File: src/rtl/afpi_pkg.sv
`timescale 1ns / 1ps
`default_nettype none
// ============================================================================
// afpi_pkg - shared definitions for the adaptive force PI controller
// Register indexes, gain width and default gain values.
// ============================================================================
package afpi_pkg;

    // Gain registers are unsigned fixed point, 31 bits wide
    localparam int GAIN_W = 31;

    // Window sums are 64-bit unsigned
    localparam int SUM_W = 64;

    // Default gains: proportional 370.0, integral 1147 counts at 16 fraction bits
    localparam int KP_DEFAULT_UNITS = 370;
    localparam int KI_DEFAULT_Q16   = 1147;
    localparam int REF_FRAC         = 16;

    // Configuration register indexes
    typedef enum logic [0:0] {
        REG_PROPORTIONAL_GAIN = 1'b0,
        REG_INTEGRAL_GAIN     = 1'b1
    } cfg_addr_t;

endpackage
`default_nettype wire

File: src/rtl/adaptive_force_pi_controller.sv
`timescale 1ns / 1ps
`default_nettype none
// ============================================================================
// adaptive_force_pi_controller - force loop PI controller with adaptive gain
// Squared error/target window sums, gain ratio by long division, ratio-scaled
// force setpoint and an incremental PI velocity update, all on one shared
// shift-add multiplier and one shared restoring divider.
// ============================================================================
//  Channel | Direction | Handshake          | Payload
//  s_      | in        | s_tvalid/s_tready  | s_tdata: pos meas, pos target, force
//          |           |                    |   meas, force target; s_tuser flags
//  m_      | out       | m_tvalid/m_tready  | m_tdata: pos cmd, force cmd, vel cmd,
//          |           |                    |   relative error; m_tuser flags
//  cfg_    | in        | cfg_wr_en          | cfg_addr, cfg_wr_data (gains)
//
//  A window restart (restart_window together with report_error) adds a ratio
//  division, skipped when the ratio clamps to one, and a relative error request
//  adds a quotient division. All five products go through the one shift-add
//  multiplier, which works one bit per cycle.
//  s_tready is high only while idle; the result waits in the output register
//  until m_tready. Reset (synchronous, aresetn low) clears sums, ratio,
//  velocity and restores the default gains.
// ============================================================================
module adaptive_force_pi_controller #(
    parameter int DATA_WIDTH    = 32,
    parameter int FRACTION_BITS = 16
) (
    input  wire  logic                                     aclk,
    input  wire  logic                                     aresetn,
    input  wire  logic                                     s_tvalid,
    output logic                                           s_tready,
    // [W-1:0] position_measure, position_target, force_measure, force_target
    input  wire  logic [((4*DATA_WIDTH+7)/8)*8-1:0]        s_tdata,
    // [0] report_error, [1] restart_window
    input  wire  logic [1:0]                               s_tuser,
    output logic                                           m_tvalid,
    input  wire  logic                                     m_tready,
    // [W-1:0] position_command, force_command, velocity_command, relative_error
    output logic [((4*DATA_WIDTH+7)/8)*8-1:0]              m_tdata,
    // [0] relative_error_valid, [1] divide_by_zero
    output logic [1:0]                                     m_tuser,
    input  wire  logic                                     cfg_wr_en,
    input  wire  afpi_pkg::cfg_addr_t                      cfg_addr,
    input  wire  logic [afpi_pkg::GAIN_W-1:0]              cfg_wr_data
);
    import afpi_pkg::*;

    localparam int W   = DATA_WIDTH;
    localparam int F   = FRACTION_BITS;
    localparam int TDW = ((4*W+7)/8)*8;
    localparam int MW  = (W+1 > GAIN_W) ? W+1 : GAIN_W;
    localparam int PW  = 2*MW;
    localparam int QW  = W+F;
    localparam int CW  = $clog2((QW > MW) ? QW : MW);

    localparam logic [63:0] KP_FULL  = 64'(KP_DEFAULT_UNITS) << F;
    localparam logic [63:0] GAIN_MAX = (64'd1 << GAIN_W) - 64'd1;
    localparam logic [GAIN_W-1:0] KP_RESET =
        GAIN_W'((KP_FULL > GAIN_MAX) ? GAIN_MAX : KP_FULL);
    localparam logic [GAIN_W-1:0] KI_RESET =
        GAIN_W'(((64'(KI_DEFAULT_Q16) << F) + (64'd1 << (REF_FRAC-1))) >> REF_FRAC);

    localparam logic signed [W-1:0]   SMAX   = {1'b0, {(W-1){1'b1}}};
    localparam logic signed [W-1:0]   SMIN   = {1'b1, {(W-1){1'b0}}};
    localparam logic signed [W+1:0]   SMAX_X = (W+2)'(SMAX);
    localparam logic signed [W+1:0]   SMIN_X = (W+2)'(SMIN);
    localparam logic [W-1:0]          LIM_POS = {1'b0, {(W-1){1'b1}}};
    localparam logic [W-1:0]          LIM_NEG = {1'b1, {(W-1){1'b0}}};
    localparam logic [F:0]            RATIO_ONE = {1'b1, {F{1'b0}}};
    localparam logic [PW:0]           RND = (PW+1)'((64'd1 << F) - 64'd1);

    typedef enum logic [4:0] {
        S_IDLE, S_SQE_LOAD, S_SQE_RUN, S_SQE_DONE, S_SQT_RUN, S_SQT_DONE,
        S_RATIO, S_DIV_RATIO, S_REL, S_DIV_REL, S_FCMD_RUN, S_FCMD_DONE,
        S_P_LOAD, S_P_RUN, S_P_DONE, S_I_RUN, S_I_DONE, S_OUT
    } state_t;

    // magnitude of a signed value, fits MW bits for all operands here
    function automatic logic [MW-1:0] mag_f(input logic signed [MW:0] v);
        logic [MW:0] u;
        u = v[MW] ? -v : v;
        return u[MW-1:0];
    endfunction

    // saturate to W bits
    function automatic logic signed [W-1:0] sat_w(input logic signed [W+1:0] v);
        logic signed [W-1:0] r;
        if (v > SMAX_X) begin
            r = SMAX;
        end else if (v < SMIN_X) begin
            r = SMIN;
        end else begin
            r = v[W-1:0];
        end
        return r;
    endfunction

    state_t                  state_reg;
    logic [CW-1:0]           cnt_reg;
    logic signed [W-1:0]     pt_reg, fm_reg, ft_reg, perr_reg;
    logic                    report_reg, restart_reg;
    logic [SUM_W-1:0]        esum_reg, tsum_reg;
    logic [F:0]              ratio_reg;
    logic [GAIN_W-1:0]       kp_reg, ki_reg;
    logic signed [W-1:0]     vel_reg, prev_fe_reg, fe_reg, fcmd_reg, pterm_reg, rel_reg;
    logic                    rel_valid_reg, dz_reg, m_tvalid_reg;
    logic [MW-1:0]           mul_a_reg;
    logic [PW:0]             prod_reg;
    logic                    mneg_reg;
    logic [SUM_W-1:0]        rem_reg, den_reg;
    logic [QW-1:0]           dq_reg;

    // input fields
    logic signed [W-1:0] in_pm, in_pt, in_fm, in_ft, perr_next;
    assign in_pm = s_tdata[W-1:0];
    assign in_pt = s_tdata[2*W-1:W];
    assign in_fm = s_tdata[3*W-1:2*W];
    assign in_ft = s_tdata[4*W-1:3*W];
    assign perr_next = sat_w((W+2)'(in_pm) - (W+2)'(in_pt));

    // operand magnitudes
    logic [MW-1:0]       perr_mag, pt_mag, ft_mag, fe_mag, dfe_mag;
    logic signed [MW:0]  dfe;
    assign perr_mag = mag_f((MW+1)'(perr_reg));
    assign pt_mag   = mag_f((MW+1)'(pt_reg));
    assign ft_mag   = mag_f((MW+1)'(ft_reg));
    assign fe_mag   = mag_f((MW+1)'(fe_reg));
    assign dfe      = (MW+1)'(fe_reg) - (MW+1)'(prev_fe_reg);
    assign dfe_mag  = mag_f(dfe);

    // shared shift-add multiplier step
    logic [MW:0] mul_sum;
    logic [PW:0] prod_step;
    assign mul_sum   = {1'b0, prod_reg[PW-1:MW]} + (prod_reg[0] ? {1'b0, mul_a_reg} : '0);
    assign prod_step = {mul_sum, prod_reg[MW-1:0]} >> 1;

    // signed product scaling with floor and saturation
    logic [PW:0]         ms_rnd, ms_sh;
    logic [W-1:0]        ms_lim, ms_mag;
    logic signed [W-1:0] ms_res;
    assign ms_rnd = prod_reg + (mneg_reg ? RND : '0);
    assign ms_sh  = ms_rnd >> F;
    assign ms_lim = mneg_reg ? LIM_NEG : LIM_POS;
    assign ms_mag = (ms_sh > (PW+1)'(ms_lim)) ? ms_lim : ms_sh[W-1:0];
    assign ms_res = mneg_reg ? -ms_mag : ms_mag;

    // square scaling and saturating sum
    logic [PW+63:0]   sq_x;
    logic [SUM_W-1:0] sq_val, acc_sel, sum_sat;
    logic [SUM_W:0]   sum_full;
    assign sq_x     = (PW+64)'(prod_reg[PW-1:0] >> F);
    assign sq_val   = (|sq_x[PW+63:64]) ? '1 : sq_x[63:0];
    assign acc_sel  = (state_reg == S_SQE_DONE) ? esum_reg : tsum_reg;
    assign sum_full = {1'b0, acc_sel} + {1'b0, sq_val};
    assign sum_sat  = sum_full[SUM_W] ? '1 : sum_full[SUM_W-1:0];

    // shared restoring divider step
    logic [SUM_W:0]   div_t, div_d;
    logic             div_ge;
    logic [SUM_W-1:0] rem_step;
    logic [QW-1:0]    dq_step;
    assign div_t    = {rem_reg, dq_reg[QW-1]};
    assign div_d    = div_t - {1'b0, den_reg};
    assign div_ge   = div_t >= {1'b0, den_reg};
    assign rem_step = div_ge ? div_d[SUM_W-1:0] : div_t[SUM_W-1:0];
    assign dq_step  = {dq_reg[QW-2:0], div_ge};

    // relative error from the finished quotient
    logic                rel_neg;
    logic [W-1:0]        rel_lim, rel_mag;
    logic signed [W-1:0] rel_res;
    assign rel_neg = perr_reg[W-1] ^ pt_reg[W-1];
    assign rel_lim = rel_neg ? LIM_NEG : LIM_POS;
    assign rel_mag = (dq_step > QW'(rel_lim)) ? rel_lim : dq_step[W-1:0];
    assign rel_res = rel_neg ? -rel_mag : rel_mag;

    // force error and velocity update
    logic signed [W-1:0] fe_next, vel_next;
    assign fe_next  = sat_w((W+2)'(ms_res) - (W+2)'(fm_reg));
    assign vel_next = sat_w((W+2)'(vel_reg) + (W+2)'(pterm_reg) + (W+2)'(ms_res));

    // sequencer
    always_ff @(posedge aclk) begin
        if (!aresetn) begin
            state_reg    <= S_IDLE;
            m_tvalid_reg <= 1'b0;
            kp_reg       <= KP_RESET;
            ki_reg       <= KI_RESET;
            esum_reg     <= '0;
            tsum_reg     <= '0;
            ratio_reg    <= '0;
            vel_reg      <= '0;
            prev_fe_reg  <= '0;
        end else begin
            if (cfg_wr_en) begin
                unique case (cfg_addr)
                    REG_PROPORTIONAL_GAIN: kp_reg <= cfg_wr_data;
                    REG_INTEGRAL_GAIN:     ki_reg <= cfg_wr_data;
                endcase
            end
            unique case (state_reg)
                S_IDLE: begin
                    if (s_tvalid) begin
                        pt_reg      <= in_pt;
                        fm_reg      <= in_fm;
                        ft_reg      <= in_ft;
                        perr_reg    <= perr_next;
                        report_reg  <= s_tuser[0];
                        restart_reg <= s_tuser[1];
                        state_reg   <= S_SQE_LOAD;
                    end
                end
                S_SQE_LOAD: begin
                    mul_a_reg <= perr_mag;
                    prod_reg  <= (PW+1)'(perr_mag);
                    mneg_reg  <= 1'b0;
                    cnt_reg   <= CW'(MW-1);
                    state_reg <= S_SQE_RUN;
                end
                S_SQE_RUN: begin
                    prod_reg <= prod_step;
                    cnt_reg  <= cnt_reg - 1'b1;
                    if (cnt_reg == '0) begin
                        state_reg <= S_SQE_DONE;
                    end
                end
                S_SQE_DONE: begin
                    esum_reg  <= sum_sat;
                    mul_a_reg <= pt_mag;
                    prod_reg  <= (PW+1)'(pt_mag);
                    cnt_reg   <= CW'(MW-1);
                    state_reg <= S_SQT_RUN;
                end
                S_SQT_RUN: begin
                    prod_reg <= prod_step;
                    cnt_reg  <= cnt_reg - 1'b1;
                    if (cnt_reg == '0) begin
                        state_reg <= S_SQT_DONE;
                    end
                end
                S_SQT_DONE: begin
                    tsum_reg  <= sum_sat;
                    state_reg <= (report_reg && restart_reg) ? S_RATIO : S_REL;
                end
                // window restart: ratio = esum / tsum, clamped to one
                S_RATIO: begin
                    esum_reg <= '0;
                    tsum_reg <= '0;
                    if (tsum_reg == '0 || esum_reg >= tsum_reg) begin
                        ratio_reg <= RATIO_ONE;
                        state_reg <= S_REL;
                    end else begin
                        rem_reg   <= esum_reg;
                        dq_reg    <= '0;
                        den_reg   <= tsum_reg;
                        cnt_reg   <= CW'(F-1);
                        state_reg <= S_DIV_RATIO;
                    end
                end
                S_DIV_RATIO: begin
                    rem_reg <= rem_step;
                    dq_reg  <= dq_step;
                    cnt_reg <= cnt_reg - 1'b1;
                    if (cnt_reg == '0) begin
                        ratio_reg <= {1'b0, dq_step[F-1:0]};
                        state_reg <= S_REL;
                    end
                end
                S_REL: begin
                    rel_reg       <= '0;
                    rel_valid_reg <= 1'b0;
                    dz_reg        <= 1'b0;
                    if (report_reg && pt_reg != '0) begin
                        rem_reg   <= '0;
                        dq_reg    <= {perr_mag[W-1:0], {F{1'b0}}};
                        den_reg   <= SUM_W'(pt_mag);
                        cnt_reg   <= CW'(QW-1);
                        state_reg <= S_DIV_REL;
                    end else begin
                        dz_reg    <= report_reg;
                        mul_a_reg <= MW'(ratio_reg);
                        prod_reg  <= (PW+1)'(ft_mag);
                        mneg_reg  <= ft_reg[W-1];
                        cnt_reg   <= CW'(MW-1);
                        state_reg <= S_FCMD_RUN;
                    end
                end
                S_DIV_REL: begin
                    rem_reg <= rem_step;
                    dq_reg  <= dq_step;
                    cnt_reg <= cnt_reg - 1'b1;
                    if (cnt_reg == '0) begin
                        rel_reg       <= rel_res;
                        rel_valid_reg <= 1'b1;
                        mul_a_reg     <= MW'(ratio_reg);
                        prod_reg      <= (PW+1)'(ft_mag);
                        mneg_reg      <= ft_reg[W-1];
                        cnt_reg       <= CW'(MW-1);
                        state_reg     <= S_FCMD_RUN;
                    end
                end
                S_FCMD_RUN: begin
                    prod_reg <= prod_step;
                    cnt_reg  <= cnt_reg - 1'b1;
                    if (cnt_reg == '0) begin
                        state_reg <= S_FCMD_DONE;
                    end
                end
                S_FCMD_DONE: begin
                    fcmd_reg  <= ms_res;
                    fe_reg    <= fe_next;
                    state_reg <= S_P_LOAD;
                end
                S_P_LOAD: begin
                    mul_a_reg <= MW'(kp_reg);
                    prod_reg  <= (PW+1)'(dfe_mag);
                    mneg_reg  <= dfe[MW];
                    cnt_reg   <= CW'(MW-1);
                    state_reg <= S_P_RUN;
                end
                S_P_RUN: begin
                    prod_reg <= prod_step;
                    cnt_reg  <= cnt_reg - 1'b1;
                    if (cnt_reg == '0) begin
                        state_reg <= S_P_DONE;
                    end
                end
                S_P_DONE: begin
                    pterm_reg <= ms_res;
                    mul_a_reg <= MW'(ki_reg);
                    prod_reg  <= (PW+1)'(fe_mag);
                    mneg_reg  <= fe_reg[W-1];
                    cnt_reg   <= CW'(MW-1);
                    state_reg <= S_I_RUN;
                end
                S_I_RUN: begin
                    prod_reg <= prod_step;
                    cnt_reg  <= cnt_reg - 1'b1;
                    if (cnt_reg == '0) begin
                        state_reg <= S_I_DONE;
                    end
                end
                S_I_DONE: begin
                    vel_reg      <= vel_next;
                    prev_fe_reg  <= fe_reg;
                    m_tvalid_reg <= 1'b1;
                    state_reg    <= S_OUT;
                end
                S_OUT: begin
                    if (m_tready) begin
                        m_tvalid_reg <= 1'b0;
                        state_reg    <= S_IDLE;
                    end
                end
                default: state_reg <= S_IDLE;
            endcase
        end
    end

    assign s_tready = (state_reg == S_IDLE);
    assign m_tvalid = m_tvalid_reg;
    assign m_tdata  = TDW'({rel_reg, vel_reg, fcmd_reg, pt_reg});
    assign m_tuser  = {dz_reg, rel_valid_reg};

endmodule
`default_nettype wire

File: config.mk
export PLATFORM = sky130hd
export DESIGN_NAME = adaptive_force_pi_controller
export DESIGN_NICKNAME = d
export VERILOG_FILES = /design/src/rtl/afpi_pkg.sv /design/src/rtl/adaptive_force_pi_controller.sv
export SDC_FILE = /design/constraint.sdc
export NUM_CORES = 2
export LEC_CHECK = 0
export BUFFER_PORTS_ARGS = -buffer_cell sky130_fd_sc_hd__buf_2
export CAP_MARGIN = 20
export CORE_MARGIN = 2
export CORE_UTILIZATION = 50
export CTS_BUF_LIST = sky130_fd_sc_hd__clkbuf_8
export CTS_CLUSTER_SIZE = 28
export DETAILED_ROUTE_END_ITERATION = 10
export PLACE_DENSITY_LB_ADDON = 0.12
export SLEW_MARGIN = 20
export SYNTH_ARGS = -nofsm -noshare
export SYNTH_HDL_FRONTEND = slang
export SYNTH_SLANG_ARGS = --single-unit
File: constraint.sdc
create_clock -name aclk -period 13.25 [get_ports aclk]
set_clock_uncertainty 0.2 [all_clocks]
set_input_delay 1.9875 -clock aclk [delete_from_list [all_inputs] [get_ports aclk]]
set_output_delay 1.9875 -clock aclk [all_outputs]
set_load 0.005 [all_outputs]
# After elaboration in Yosys (flattened, before gate mapping)
# Index checks and enable logic that the tools add are counted.
[totals] register_bits=820 inputBits=167 out_inout_bits=132 word_cells=191
[op_classes] add_sub_neg=17 n_lt_le_gt_ge=10 n_eq_ne=30 muxes=66 bitwise_logic=2 n_reduce_logical=38
[op_table] op="67-bit case mux with 7 select lines" count=1
[op_table] op="64-bit 2-to-1 mux" count=7
[op_table] op="64-bit case mux with 2 select lines" count=3
[op_table] op="32-bit 2-to-1 mux" count=11
[op_table] op="33-bit 2-to-1 mux" count=8
[op_table] op="33-bit case mux with 6 select lines" count=1
[op_table] op="64-bit case mux with 3 select lines" count=1
[op_table] op="48-bit case mux with 3 select lines" count=1
[op_table] op="67-bit 2-to-1 mux" count=2
[op_table] op="32-bit negation with 33-bit output" count=4
[op_table] op="32-bit by 32-bit subtractor with 33-bit output" count=3
[op_table] op="48-bit 2-to-1 mux" count=2
[op_table] op="5-bit case mux with 18 select lines" count=1
[op_table] op="67-bit by 16-bit adder with 67-bit output" count=1
[op_table] op="33-bit by 32-bit greater-than comparator with 1-bit output (second input constant)" count=2
[op_table] op="33-bit by 32-bit < comparator with 1-bit output (second input constant)" count=2
[op_table] op="64-bit by 50-bit adder with 65-bit output" count=1
[op_table] op="65-bit by 64-bit greater-or-equal comparator with 1-bit output" count=1
[op_table] op="64-bit greater-or-equal comparator" count=1
[op_table] op="64-bit zero test" count=1
[op_table] op="32-bit negation" count=2
[op_table] op="32-bit case mux with 2 select lines" count=1
[op_table] op="64-bit subtractor" count=1
[op_table] op="51-bit by 32-bit greater-than comparator with 1-bit output" count=1
[op_table] op="45 further kinds" count=104

# Longest topological paths before layout
[depth] ltp_word=10 mapped_depth=47 ltp_nobuf=43

# Worst setup path before layout
# Ideal clock, no wire load.
[synth_path] kind="input -> register" startpoint="in aresetn" endpoint="reg prod_reg[0] (enable)" setup_ps=842 arrival_time_ps=12894 t_required_ps=12208 path_slack_ps=-687 path_stages=4 path_buffers=1 path_cell_list="clkbuf_1 > inv_1 > a221o_1 > a2111oi_0"
[synth_between] elab_chain_cells=1
[synth_lines] element="from (decl)" line="adaptive_force_pi_controller.sv:29" rtl="input wire logic aresetn,"
[synth_lines] element="4-bit AND reduction (no line)"
[synth_lines] element="to (signal assigned)" line="adaptive_force_pi_controller.sv:215" rtl="prod_reg <= (PW+1)'(perr_mag);"
[synth_lines] element="to (signal assigned)" line="adaptive_force_pi_controller.sv:221" rtl="prod_reg <= prod_step;"
[synth_lines] element="to (signal assigned)" line="adaptive_force_pi_controller.sv:230" rtl="prod_reg <= (PW+1)'(pt_mag);"
[synth_lines] element="to (decl)" line="adaptive_force_pi_controller.sv:108" rtl="logic [PW:0] prod_reg;"
# No other way between the ends.
# A chain may end at the register's enable or synchronous reset.

# Worst setup path in the final report
[layout_path] startpoint="reg mneg_reg" endpoint="reg vel_reg[3]"
[layout_between] elab_chain_cells=10 elab_cells_between_ends=12 cone_classes="add/sub (3); order compare (3); mux (6)"
[layout_lines] element="from (decl)" line="adaptive_force_pi_controller.sv:109" rtl="logic mneg_reg;"
[layout_lines] element="from (signal assigned)" line="adaptive_force_pi_controller.sv:283" rtl="mneg_reg <= ft_reg[W-1];"
[layout_lines] element="from (signal assigned)" line="adaptive_force_pi_controller.sv:297" rtl="mneg_reg <= ft_reg[W-1];"
[layout_lines] element="from (signal assigned)" line="adaptive_force_pi_controller.sv:317" rtl="mneg_reg <= dfe[MW];"
[layout_lines] element="16-bit 2-to-1 mux" line="adaptive_force_pi_controller.sv:141" rtl="assign ms_rnd = prod_reg + (mneg_reg ? RND : '0);"
[layout_lines] element="67-bit by 16-bit adder with 67-bit output" line="adaptive_force_pi_controller.sv:141"
[layout_lines] element="51-bit by 32-bit greater-than comparator with 1-bit output" line="adaptive_force_pi_controller.sv:144" rtl="assign ms_mag = (ms_sh > (PW+1)'(ms_lim)) ? ms_lim : ms_sh[W-1:0];"
[layout_lines] element="32-bit 2-to-1 mux" line="adaptive_force_pi_controller.sv:144"
[layout_lines] element="32-bit negation" line="adaptive_force_pi_controller.sv:145" rtl="assign ms_res = mneg_reg ? -ms_mag : ms_mag;"
[layout_lines] element="32-bit 2-to-1 mux (*)" line="adaptive_force_pi_controller.sv:145"
[layout_lines] element="named net ms_res[6]" line="adaptive_force_pi_controller.sv:140" rtl="logic signed [W-1:0] ms_res;"
[layout_lines] element="33-bit by 32-bit adder with 34-bit output (*)" line="adaptive_force_pi_controller.sv:180" rtl="assign vel_next = sat_w((W+2)'(vel_reg) + (W+2)'(pterm_reg) + (W+2)'(ms_res));"
[layout_lines] element="34-bit by 32-bit < comparator with 1-bit output" line="adaptive_force_pi_controller.sv:90" rtl="end else if (v < SMIN_X) begin"
[layout_lines] element="32-bit 2-to-1 mux" line="adaptive_force_pi_controller.sv:90"
[layout_lines] element="32-bit 2-to-1 mux (*)" line="adaptive_force_pi_controller.sv:88" rtl="if (v > SMAX_X) begin"
[layout_lines] element="to (signal assigned)" line="adaptive_force_pi_controller.sv:344" rtl="vel_reg <= vel_next;"
[layout_lines] element="to (decl)" line="adaptive_force_pi_controller.sv:105" rtl="logic signed [W-1:0] vel_reg, prev_fe_reg, fe_reg, fcmd_reg, pterm_reg, rel_reg;"
# The timed path passes the listed nets; every way through them passes the cells marked *.

==> metrics.md <==
| Metric | Value |
|---|---|
| Worst Setup End Kind | register |
| Clk_lat worst skew | 0.87 ns |
| PD cells | about 170 mW/mm2 |
| Die Ht | 343.1 um |
| Post-Syn Area | ~0.057 mm2 |
| RSZ-0062 raised after global routing | no |
| Post-CTS setup buffer count | 0 |
| Logic gate share of total power | around 43% |
| CTS resizes | 0 |
| Drt pass-1 iters | 6 |
| Leakage dissipation | 25.79 nW |
| P_int | 6.108 mW |
| Launching element type of the critical path | register |
| Area leader, netlist | edfxtp_1 |
| Total track usage | 35.23% |
| Slowest-stage cell, CP | edfxtp_1 |
| Detailed Route WL | around 210 mm |
| Clock Tree Buf Depth | 3 |
| Sw frac | 42.76% |
| Max-cap check violation count | 0 |
| Fin crit share | 91.58% |
| Max-slew headroom | 19.17% |
| Worst reg2reg setup slack | 1.12 ns |
| Post-DP HPWL | 163.0 mm |
| WP data arrival | 12.66 ns |
| Crit path launch | mneg_reg |
| Global-route wire length before repair | just over 300 mm |
| Synth top area cells | edfxtp_1 28%, dfxtp_1 9.6%, ha_1 9.3%, a21oi_1 5.6%, nand2_1 5.2% |
| Total gr overflow | 0 |
| Chip width | 343.1 um |
| # setup viols final | 0 |
| Port bufs | 298 |
| Synth Warn # | 0 |
| Post-synth EDFFs | ~540 |
| Crit path capture | vel_reg[3] |
| Fmax | 82.41 MHz |
| Fraction of layout instances using a drive strength above 1 | 10.10% |
| Worst path required time | 13.78 ns |
| Hold slack | 0.2539 ns |
| Tmin final | 12.13 ns |
| Syn_area_per_cell | approximately 8.7 um2 |
| Top Ports | roughly 300 |
| Initial Utilization | 50.35% |
| Clock power frac | 23.2% |
| Top FF cell, synth | edfxtp_1 |
| Clock sinks | 819 |
| Yosys reg bits | 819 |
| Sequential power share | between 30% and 40% |
| Root Buffer | clkbuf_8 |
| Final antenna-violating net count | 0 |
| Antenna violations before repair | 17 |
| Drc violations | 0 |
| CP max stage delay | 0.70 ns |
| Largest net degree at the start of global routing | 94 |
| Yosys top cell area share | 28.31% |
| R2R Path End | vel_reg[3] |
| P_sw | approximately 4.6 mW |
| Worst R2R Path Depth | around 40 |
| Die ar. | between 0.1 and 0.15 mm2 |
| Initial DRC Count | between 5000 and 6000 |
| Max reg flops | 66 |
| Nets | 7485 |
| Seq/Total Area, Yosys | 37.95% |
| Final TNS setup | 0 ns |
| CTS Hold Buffers Added | 0 |
| Routed len/inst | around 25 um |
| Vias/cell | 6.215 |
| Asr flop ratio synth | 0% |
| Post-Syn Nets | slightly above 7000 |
| CTS tree | built |
| RR Startpoint | mneg_reg |
| Hold/Removal Path Class | reg2reg |
| Vias in the first global route | 49310 |
| Most frequent CP cell | a21oi_1 |
| Std cell rows | around 120 |
| CTS Buf Count | approximately 150 |
| Outcome | finished clean |
| Synth cell types | 100 |
| Pins Over Slew Limit | 0 |
| Final Hold Fails | 0 |
| Gate Count Post-Synth | 6596 |
| Clock-pin slew reported for the worst setup and hold paths after clock tree synthesis | about 0.070 ns |
| Area growth from synthesis to layout | 10.92% |
| Worst setup path category | reg2reg |
| Worst-Margin Slew | 1.201 ns |
| Gpl congestion | 0.9981 |
| Peak VDD IR | 0.0001093 V |
| Via count | 52820 |
| H-tree depth | 4 |
| Core Footprint | 0.1142 mm2 |
| CP max FO | 27 |
==> power groups by stage <==
stage / Clock [mW] / Combinational, mW / Sequential, mW
floorplan: 0 / 3.06 / 3.52
global placement: 0 / 4.43 / 3.66
detailed placement: 0 / 4.44 / 3.67
CTS: 2.50 / 4.47 / 3.62
global route: 2.61 / 4.95 / 3.65
finish: 2.47 / 4.57 / 3.63
==> cell usage in the layout (no fill, tap or decap), drive strengths merged, types with 58 or more instances in the layout <==
cell type and instances:
and3 73, nor3 105, buf 403, a21o 201
and2 58, nor4 60, dfxtp 277, o21ai 577
mux2i 58, clkbuf 175, inv 500, a31oi 62
xor2 203, nand2b 62, nand2 797, nand3 120
edfxtp 542, ha 427, nor2 425, o31ai 62
nand4 84, xnor2 226, a21oi 644
==> metrics by stage <==
step | total power, mW | utilization, % | instances | cell area [um2] | setup slack [ns]
6_report | 10.67 | 55.85 | 8498 | 63780 | 1.115
5_1_grt | 11.21 | 55.84 | 8494 | 63770 | 0.3259
4_1_cts | 10.59 | 55.81 | 8492 | 63730 | 1.432
3_5_place_dp | 8.112 | 53.17 | 8210 | 60710 | 1.495
3_3_place_gp | 8.084 | 53.17 | 8210 | 60710 | 1.622
2_1_floorplan | 6.576 | - | 6596 | 57500 | 2.378
==> worst min path at each step <==
stage / startpoint / endpoint / slack, ns / cells after the start
floorplan: ratio_reg[10] / ratio_reg[10] / 0.23 / 2
global placement: prev_fe_reg[5] / prev_fe_reg[5] / 0.24 / 2
detailed placement: kp_reg[23] / kp_reg[23] / 0.25 / 2
CTS: kp_reg[23] / kp_reg[23] / 0.25 / 2
global route: prev_fe_reg[9] / prev_fe_reg[9] / 0.27 / 2
finish: prev_fe_reg[11] / prev_fe_reg[11] / 0.25 / 2
==> metal layers <==
metal / wire (um) / share of wire, % / up-vias / global-route usage, %
li1: - / - / 24560 / -
met1: 86330 / 40 / 25410 / 45.68
met2: 97270 / 46 / 2295 / 56.46
met3: 17160 / 8.1 / 547 / 5.840
met4: 12390 / 5.8 / 4 / 18.62
met5: 21 / 0.0099 / - / 0
==> layout make-up <==
| class | instances | area, um2 |
|---|---|---|
| inverter | 434 | 1634 |
| timing repair buffer | 403 | 2300 |
| tap | 1512 | 1892 |
| clock inverter | 107 | 613.1 |
| antenna | 5 | 12.51 |
| fill | 10890 | 50410 |
| multi-input combinational | 5043 | 33090 |
| sequential | 819 | 21820 |
| clock buffer | 175 | 2409 |
==> kinds of logic (layout without fill, tap and decap cells) <==
kind of cell	count (synthesis)	after routing	synth area share (%)
and+or+nand+nor	2004	2004	16.34
DFF	819	819	37.95
AOI/OAI and AO/OA	2072	2072	22.44
muxes	61	61	1.069
xor gates and xnor gates	429	429	6.535
adders and majority gates	476	476	10.82
other	1	6	0.006522
buffers and inverters	734	1119	4.833
==> cells in the mapped netlist, drive strengths merged (48+ instances only) <==
library cell  count
a21oi           644
mux2i            58
a31oi            62
and2             58
nand3           120
nor3            105
nand4            84
edfxtp          542
o21bai           48
nor2            425
inv             433
xor2            203
nand2b           62
nand2           797
nor4             60
ha              427
nor2b            57
and3             73
clkbuf          265
o21a             56
xnor2           226
a22oi            56
o21ai           577
o31ai            62
a21o            201
or3              54
dfxtp           277
==> critical path, delay by kind of cell (launching register included) <==
kind | cells | cell delay, ns
and+or+nand+nor | 10 | 2.90
adders and majority gates | 5 | 1.98
DFF | 1 | 0.70
AOI/OAI and AO/OA | 21 | 5.36
xor gates and xnor gates | 1 | 0.28
buffers and inverters | 4 | 0.50
Power figures use the tool's default switching activity.
